===== src/design/kmst_pkg.sv =====
// Shared types and constants for the key-matrix settle-time statistics unit.
// Used by every module of the block; depends on nothing.
package kmst_pkg;

    localparam int ROW_W     = 3;
    localparam int COLS_W    = 16;
    localparam int TICKS_W   = 16;
    localparam int CAPCOL_W  = 5;
    localparam int HELD_W    = 4;
    localparam int SAMPLE_W  = 16;
    localparam int TOUT_W    = 8;
    localparam int CLEAN_W   = 8;
    localparam int KIND_W    = 2;
    localparam int CFG_IDX_W = 4;
    localparam int CFG_DATA_W = 16;

    localparam logic [KIND_W-1:0] KIND_RELEASE = 2'd0;
    localparam logic [KIND_W-1:0] KIND_CAPTURE = 2'd1;
    localparam logic [KIND_W-1:0] KIND_TRIAL   = 2'd2;
    localparam logic [KIND_W-1:0] KIND_CLEAR   = 2'd3;

    localparam logic [CFG_IDX_W-1:0] CFG_TIMEOUT_TICKS = 4'd0;
    localparam logic [CFG_IDX_W-1:0] CFG_CLEAN_SCANS   = 4'd1;

    localparam logic [TICKS_W-1:0] TIMEOUT_RESET = 16'd100;
    localparam logic [CLEAN_W-1:0] CLEAN_RESET   = 8'd16;

    localparam logic [CAPCOL_W-1:0] NO_COLUMN = 5'd16;

    localparam logic [SAMPLE_W-1:0] SAMPLE_MAX = 16'hFFFF;
    localparam logic [TOUT_W-1:0]   TOUT_MAX   = 8'hFF;

    typedef struct packed {
        logic [KIND_W-1:0]  kind;
        logic [ROW_W-1:0]   row;
        logic [COLS_W-1:0]  column_states;
        logic               line_ready;
        logic               fall_seen;
        logic [TICKS_W-1:0] elapsed_ticks;
    } item_t;

    typedef struct packed {
        logic [CAPCOL_W-1:0] captured_column;
        logic [TICKS_W-1:0]  min_ticks;
        logic [TICKS_W-1:0]  max_ticks;
        logic [SAMPLE_W-1:0] sample_count;
        logic [TOUT_W-1:0]   timeout_count;
        logic                all_captured;
    } row_stats_t;

endpackage


===== src/design/kmst_release_ctr.sv =====
// Clean-pass counter that decides when the matrix counts as released.
// Depends on kmst_pkg.
module kmst_release_ctr
    import kmst_pkg::*;
(
    input  logic               aclk,
    input  logic               aresetn,
    input  logic               en,
    input  item_t              item,
    input  logic [CLEAN_W-1:0] clean_scans_needed,
    output logic               released
);

    logic [CLEAN_W-1:0] count_reg;
    logic [CLEAN_W-1:0] count_next;

    always_comb begin
        count_next = count_reg;
        case (item.kind)
            KIND_RELEASE: begin
                if (item.column_states != '0) begin
                    count_next = '0;
                end else if (count_reg < clean_scans_needed) begin
                    count_next = count_reg + 1'b1;
                end
            end
            KIND_CLEAR: count_next = '0;
            default:    count_next = count_reg;
        endcase
    end

    assign released = (count_next >= clean_scans_needed);

    always_ff @(posedge aclk) begin
        if (!aresetn) begin
            count_reg <= '0;
        end else if (en) begin
            count_reg <= count_next;
        end
    end

endmodule


===== src/design/kmst_row_store.sv =====
// Per-row captured column and settle-time statistics, with their update logic.
// Depends on kmst_pkg.
module kmst_row_store
    import kmst_pkg::*;
#(
    parameter int ROW_COUNT    = 8,
    parameter int COLUMN_COUNT = 16
) (
    input  logic               aclk,
    input  logic               aresetn,
    input  logic               en,
    input  item_t              item,
    input  logic [TICKS_W-1:0] timeout_ticks,
    output row_stats_t         stats
);

    localparam int IDX_W = (ROW_COUNT > 1) ? $clog2(ROW_COUNT) : 1;
    localparam logic [COLS_W-1:0] COL_MASK = COLS_W'((33'd1 << COLUMN_COUNT) - 33'd1);

    logic [ROW_COUNT-1:0] held_reg;
    logic [HELD_W-1:0]    col_reg    [ROW_COUNT];
    logic [TICKS_W-1:0]   min_reg    [ROW_COUNT];
    logic [TICKS_W-1:0]   max_reg    [ROW_COUNT];
    logic [SAMPLE_W-1:0]  sample_reg [ROW_COUNT];
    logic [TOUT_W-1:0]    tout_reg   [ROW_COUNT];

    logic                 row_valid;
    logic [IDX_W-1:0]     idx;
    logic [COLS_W-1:0]    cols;
    logic [HELD_W-1:0]    lowest;
    logic                 any_pressed;
    logic                 do_capture;
    logic                 do_trial;
    logic                 timed_out;
    logic                 held_next;
    logic [HELD_W-1:0]    col_next;
    logic [TICKS_W-1:0]   min_next;
    logic [TICKS_W-1:0]   max_next;
    logic [SAMPLE_W-1:0]  sample_next;
    logic [TOUT_W-1:0]    tout_next;
    logic [ROW_COUNT-1:0] held_vec_next;

    assign row_valid = (32'(item.row) < ROW_COUNT);
    assign idx       = row_valid ? IDX_W'(item.row) : '0;
    assign cols      = item.column_states & COL_MASK;

    // Priority encoder: scanning down leaves the lowest set column.
    always_comb begin
        lowest = '0;
        for (int c = COLUMN_COUNT - 1; c >= 0; c--) begin
            if (cols[c]) begin
                lowest = HELD_W'(c);
            end
        end
    end

    assign any_pressed = (cols != '0);
    assign do_capture  = (item.kind == KIND_CAPTURE) && row_valid && !held_reg[idx]
                         && any_pressed;
    assign do_trial    = (item.kind == KIND_TRIAL) && row_valid && held_reg[idx];
    assign timed_out   = !item.line_ready || !item.fall_seen
                         || (item.elapsed_ticks >= timeout_ticks);

    always_comb begin
        held_next   = held_reg[idx];
        col_next    = col_reg[idx];
        min_next    = min_reg[idx];
        max_next    = max_reg[idx];
        sample_next = sample_reg[idx];
        tout_next   = tout_reg[idx];
        if (do_capture) begin
            held_next = 1'b1;
            col_next  = lowest;
        end
        if (do_trial) begin
            if (timed_out) begin
                if (tout_reg[idx] != TOUT_MAX) begin
                    tout_next = tout_reg[idx] + 1'b1;
                end
            end else begin
                if (sample_reg[idx] == '0) begin
                    min_next = item.elapsed_ticks;
                    max_next = item.elapsed_ticks;
                end else begin
                    if (item.elapsed_ticks < min_reg[idx]) begin
                        min_next = item.elapsed_ticks;
                    end
                    if (item.elapsed_ticks > max_reg[idx]) begin
                        max_next = item.elapsed_ticks;
                    end
                end
                if (sample_reg[idx] != SAMPLE_MAX) begin
                    sample_next = sample_reg[idx] + 1'b1;
                end
            end
        end
    end

    always_comb begin
        held_vec_next = held_reg;
        if (item.kind == KIND_CLEAR) begin
            held_vec_next = '0;
        end else if (do_capture) begin
            held_vec_next[idx] = 1'b1;
        end
    end

    // A cleared table or an out-of-range row reports the reset values in the row fields.
    always_comb begin
        stats.all_captured = &held_vec_next;
        if (row_valid && (item.kind != KIND_CLEAR)) begin
            stats.captured_column = held_next ? {1'b0, col_next} : NO_COLUMN;
            stats.min_ticks       = min_next;
            stats.max_ticks       = max_next;
            stats.sample_count    = sample_next;
            stats.timeout_count   = tout_next;
        end else begin
            stats.captured_column = NO_COLUMN;
            stats.min_ticks       = '0;
            stats.max_ticks       = '0;
            stats.sample_count    = '0;
            stats.timeout_count   = '0;
        end
    end

    always_ff @(posedge aclk) begin
        if (!aresetn) begin
            held_reg <= '0;
            for (int r = 0; r < ROW_COUNT; r++) begin
                col_reg[r]    <= '0;
                min_reg[r]    <= '0;
                max_reg[r]    <= '0;
                sample_reg[r] <= '0;
                tout_reg[r]   <= '0;
            end
        end else if (en) begin
            held_reg <= held_vec_next;
            if (item.kind == KIND_CLEAR) begin
                for (int r = 0; r < ROW_COUNT; r++) begin
                    col_reg[r]    <= '0;
                    min_reg[r]    <= '0;
                    max_reg[r]    <= '0;
                    sample_reg[r] <= '0;
                    tout_reg[r]   <= '0;
                end
            end else if (row_valid) begin
                col_reg[idx]    <= col_next;
                min_reg[idx]    <= min_next;
                max_reg[idx]    <= max_next;
                sample_reg[idx] <= sample_next;
                tout_reg[idx]   <= tout_next;
            end
        end
    end

endmodule


===== src/design/key_matrix_settle_time_stats_unit.sv =====
// Top level of the key-matrix settle-time statistics unit: stream ports,
// input and result registers, configuration registers. Uses kmst_pkg,
// kmst_row_store and kmst_release_ctr.
//
//   Port group   Direction  Carries
//   s_*          in         one request: kind in tuser, scan/trial data in tdata
//   m_*          out        one result per request: row statistics and flags
//   cfg_*        in         register writes (index, data), always ready
//
// A request is registered on acceptance and its result is registered in the result
// register when it moves on, so one request can be accepted every cycle while
// results are taken. The whole update is one pass through the row store.
// When m_tready is low the result register holds, the input register still
// takes one more request, and then s_tready falls until the result is taken.
// Reset clears all statistics, sets timeout_ticks to 100 and
// clean_scans_needed to 16.
module key_matrix_settle_time_stats_unit
    import kmst_pkg::*;
#(
    parameter int ROW_COUNT    = 8,
    parameter int COLUMN_COUNT = 16
) (
    input  logic                  aclk,
    input  logic                  aresetn,

    input  logic                  s_tvalid,
    output logic                  s_tready,
    // [2:0] row, [18:3] column_states, [19] line_ready, [20] fall_seen,
    // [36:21] elapsed_ticks, [39:37] zero
    input  logic [39:0]           s_tdata,
    // [1:0] kind
    input  logic [KIND_W-1:0]     s_tuser,

    output logic                  m_tvalid,
    input  logic                  m_tready,
    // [2:0] row_out, [7:3] captured_column, [23:8] min_ticks, [39:24] max_ticks,
    // [55:40] sample_count, [63:56] timeout_count, [64] released,
    // [65] all_captured, [71:66] zero
    output logic [71:0]           m_tdata,

    input  logic                  cfg_valid,
    output logic                  cfg_ready,
    input  logic [CFG_IDX_W-1:0]  cfg_index,
    input  logic [CFG_DATA_W-1:0] cfg_data
);

    logic               in_valid_reg;
    item_t              in_item_reg;
    logic               out_valid_reg;
    logic [71:0]        out_data_reg;
    logic [71:0]        out_data_next;
    logic [TICKS_W-1:0] timeout_ticks_reg;
    logic [CLEAN_W-1:0] clean_scans_reg;

    logic               advance;
    item_t              s_item;
    row_stats_t         stats;
    logic               released;

    assign advance   = in_valid_reg && (!out_valid_reg || m_tready);
    assign s_tready  = !in_valid_reg || advance;
    assign cfg_ready = 1'b1;
    assign m_tvalid  = out_valid_reg;
    assign m_tdata   = out_data_reg;

    assign s_item.kind          = s_tuser;
    assign s_item.row           = s_tdata[2:0];
    assign s_item.column_states = s_tdata[18:3];
    assign s_item.line_ready    = s_tdata[19];
    assign s_item.fall_seen     = s_tdata[20];
    assign s_item.elapsed_ticks = s_tdata[36:21];

    kmst_row_store #(
        .ROW_COUNT    (ROW_COUNT),
        .COLUMN_COUNT (COLUMN_COUNT)
    ) u_row_store (
        .aclk          (aclk),
        .aresetn       (aresetn),
        .en            (advance),
        .item          (in_item_reg),
        .timeout_ticks (timeout_ticks_reg),
        .stats         (stats)
    );

    kmst_release_ctr u_release (
        .aclk               (aclk),
        .aresetn            (aresetn),
        .en                 (advance),
        .item               (in_item_reg),
        .clean_scans_needed (clean_scans_reg),
        .released           (released)
    );

    assign out_data_next = {6'b0, stats.all_captured, released, stats.timeout_count,
                            stats.sample_count, stats.max_ticks, stats.min_ticks,
                            stats.captured_column, in_item_reg.row};

    always_ff @(posedge aclk) begin
        if (!aresetn) begin
            in_valid_reg  <= 1'b0;
            out_valid_reg <= 1'b0;
        end else begin
            if (s_tready) begin
                in_valid_reg <= s_tvalid;
            end
            if (advance) begin
                out_valid_reg <= 1'b1;
            end else if (m_tready) begin
                out_valid_reg <= 1'b0;
            end
        end
    end

    always_ff @(posedge aclk) begin
        if (s_tvalid && s_tready) begin
            in_item_reg <= s_item;
        end
        if (advance) begin
            out_data_reg <= out_data_next;
        end
    end

    always_ff @(posedge aclk) begin
        if (!aresetn) begin
            timeout_ticks_reg <= TIMEOUT_RESET;
            clean_scans_reg   <= CLEAN_RESET;
        end else if (cfg_valid && cfg_ready) begin
            case (cfg_index)
                CFG_TIMEOUT_TICKS: timeout_ticks_reg <= cfg_data;
                CFG_CLEAN_SCANS:   clean_scans_reg   <= cfg_data[CLEAN_W-1:0];
                default: ;
            endcase
        end
    end

endmodule


===== config.mk =====
export PLATFORM = sky130hd
export DESIGN_NAME = key_matrix_settle_time_stats_unit
export DESIGN_NICKNAME = d
export VERILOG_FILES = /design/src/design/kmst_pkg.sv /design/src/design/kmst_release_ctr.sv /design/src/design/kmst_row_store.sv /design/src/design/key_matrix_settle_time_stats_unit.sv
export SDC_FILE = /design/constraint.sdc
export NUM_CORES = 1
export LEC_CHECK = 0
export BUFFER_PORTS_ARGS = -buffer_cell sky130_fd_sc_hd__buf_2
export CAP_MARGIN = 20
export CORE_MARGIN = 10
export CORE_UTILIZATION = 60
export DETAILED_ROUTE_END_ITERATION = 6
export PLACE_DENSITY_LB_ADDON = 0.1
export SYNTH_ARGS = -nofsm -noshare
export SYNTH_HDL_FRONTEND = slang
export SYNTH_HIERARCHICAL = 1
export SYNTH_SLANG_ARGS = --single-unit

===== constraint.sdc =====
create_clock -name aclk -period 7.65 [get_ports aclk]
set_input_delay 0.3825 -clock aclk [delete_from_list [all_inputs] [get_ports aclk]]
set_output_delay 0.3825 -clock aclk [all_outputs]
set_load 0.02 [all_outputs]

==> metrics.txt <==
PwrDens 232 nW/um^2; VDD IR max 0.219 mV; Min-Delay Path Class in -> reg; Avg Vias per Cell 6.77; die area 60,700 sq um; Worst path max stage delay 1.19 ns; Port-buffer cells 131; failing checks design-rule violations; total track usage 0.298; worst slew pin tran 1.12 ns; initial DRC count 3,024; I/O pin count 142; clock latency on the worst-skew pair 0.60 ns; Critical Path End Type flop; DR DRC count 12; Pleak 12.2 nW; max cap viols 0; predominant post-synthesis flop cell edfxtp_1; Critical Path AT 6.27 ns; final worst slack 1.70 ns; Area growth syn-to-layout 12.6%; ys async rst share 0; share of the yosys chip area belonging to registers 0.598; HP Start cfg_data[10]; Syn Area/Cell between 10 and 15 sq um; Worst-path clk slew 0.06 ns; DR vias ~23,000; synthesized netlist cell count approximately 2,500; Worst setup SP type flop; Setup WS pre-CTS 1.86 ns; Routed WL 91,800 um; Final TNS setup 0 ns; CTS Root Cell clkbuf_16; Setup CP Type reg -> reg; Num CTS Buffers 66; compound-gate portion of the synthesized area 0.129; row cnt 82; Crit path max-delay family simple AND/OR/NAND/NOR gates; Tot Pwr 8.04 mW; largest net degree at the start of global routing 105; final net count 2,784; Initial Util 0.610; critical-path cell list inv_1 > nor2_2 > buf_4 > a221oi_1 > and3_1 > ha_1 > a211oi_1 > o21ai_0 > o211ai_1 > a21oi_1 > or4_2 > and3_1 > nor3_1; WP buf/inv 2; H-tree levels 3; Core Util, Final 0.686; Adder-Cell Fraction of Synth Area 0.0272; CTS tree yes; clock net sink count 627; detailed-route wire length per cell ~27 um; Die Span Y ~250 um; post-route ant nets 0; simple-gate share of the synthesized area 0.137; RSZ-0062 raised after global routing false; Yosys reg bits 627; Final Hold Vio Count 0; post-synth top area cell edfxtp_1; Post-CTS Hold Fix Bufs 39; post-synthesis mux area share 0.0675; xor and xnor area share after synthesis 0.00313; first-pass GRT wire length 138,000 um; Worst EP required 7.97 ns; total global routing overflow 0; antenna violations before repair 0; ant diodes 0; cells resized by post-CTS repair 0; Netlist cell types 94; Slew headroom 0.246; ratio of cells with drive above 1 in the final layout 0.169; largest cells by area after synthesis edfxtp_1 57%, mux2i_1 4.1%, nor3_1 3.2%, nand2_1 3.2%, dfxtp_1 2.7%; Detailed Routing Iterations Pass 1 7; Yosys warnings 6; Post-synth EDFFs 585; Crit path top cell by count and3_1; area of the core 50,500 sq um; CP max stage cell or4_2; worst-path fanout max 32; Critical R2R Launch in_item_reg[36]; Clock Tree Buf Depth 3; GPL Wtd Cong 0.875; Mapped Area 30,800 sq um; post-DP HPWL 51,600 um; Final Slew Violations 0; Setup Buffers After CTS 0; top-area cell type share of the netlist area 0.571; Crit. Startpoint in_item_reg[36]; Max Freq 168 MHz; Final setup viols 0; Final min period 5.95 ns; outcome finished with violations; period utilization 0.778; largest family of logic cells by synthesized area simple AND/OR/NAND/NOR gates; die width 246 um; vias in the first global route 22,600; skew final ~0.023 ns; Hold WS 0.0244 ns
area by class of cell:
class / count / area [sq um]
sequential: 627 / 18400
fill: 3670 / 15800
multi-input combinational: 1665 / 11400
clock buffer: 91 / 1890
timing repair buffer: 231 / 1550
tap: 672 / 841
clock inverter: 29 / 289
inverter: 59 / 221
tightest hold or removal path, cell delays in order:
cell and delay [ns]:
buf_2 0.10, nand2_1 0.04, mux2i_1 0.06
per-layer routing:
layer / wire length [um] / global-route usage / vias to the layer above
li1: - / - / 9981
met1: 34100 / 0.381 / 11200
met2: 43400 / 0.480 / 1473
met3: 10400 / 0.0593 / 247
met4: 3840 / 0.141 / 0
met5: 0 / 0 / -
Yosys cell counts, drive strengths merged (46+ instances only):
cell    number
o21ai       54
mux2i      126
a21oi      183
nor2       162
a211oi      46
ha          67
buf         83
clkbuf     118
nand2      259
nor3       226
inv         57
a22oi       90
edfxtp     585
through the flow:
stage | instance area, sq um | std cells
6_report | 34600 | 3374
5_1_grt | 34600 | 3374
4_1_cts | 34600 | 3371
3_5_place_dp | 32000 | 3212
3_3_place_gp | 32000 | 3212
2_1_floorplan | 30800 | 2552
cell families (layout without fill, tap and decap cells):
logic type	count (synthesis)	count (layout)
xor gates and xnor gates	11	11
AOI/OAI and AO/OA	558	558
other	2	7
DFF	627	627
adders and majority gates	67	67
buffers and inverters	260	410
muxes	182	182
and+or+nand+nor	840	840
power breakdown:
group	switching [mW]	total, mW	leakage, nW	internal, mW
Clock	1.31	3.25	1.07	1.93
Sequential	0.0696	3.99	6.36	3.92
Combinational	0.571	0.803	4.76	0.232
Total	1.95	8.04	12.2	6.08
path summary, 6_finish.rpt:
check / endpoint / slack [ns] / depth (start not counted)
setup / recovery: m_tdata[15] / 1.70 / 13
hold reg to reg: clean_scans_reg[2] / 0.46 / 2
setup reg to reg: m_tdata[15] / 1.70 / 13
hold / removal: timeout_ticks_reg[10] / 0.02 / 3
layout by cell type (no fill, tap or decap), types with 17 or more instances in the layout:
cell type / instances
and3_1: 36
o21ai_0: 38
mux2_2: 38
a31oi_1: 23
a21oi_1: 165
nor3_1: 195
nand3_1: 21
a22o_1: 27
clkbuf_16: 72
ha_1: 67
clkbuf_1: 17
a221oi_1: 34
dfxtp_1: 42
nand2_1: 243
nor3_2: 31
mux2i_1: 126
nand4_1: 25
edfxtp_1: 585
a211oi_1: 43
a22oi_1: 90
inv_1: 55
nor2_1: 157
buf_4: 56
buf_2: 132
dlygate4sd3_1: 39
(Power assumes the default switching activity.)
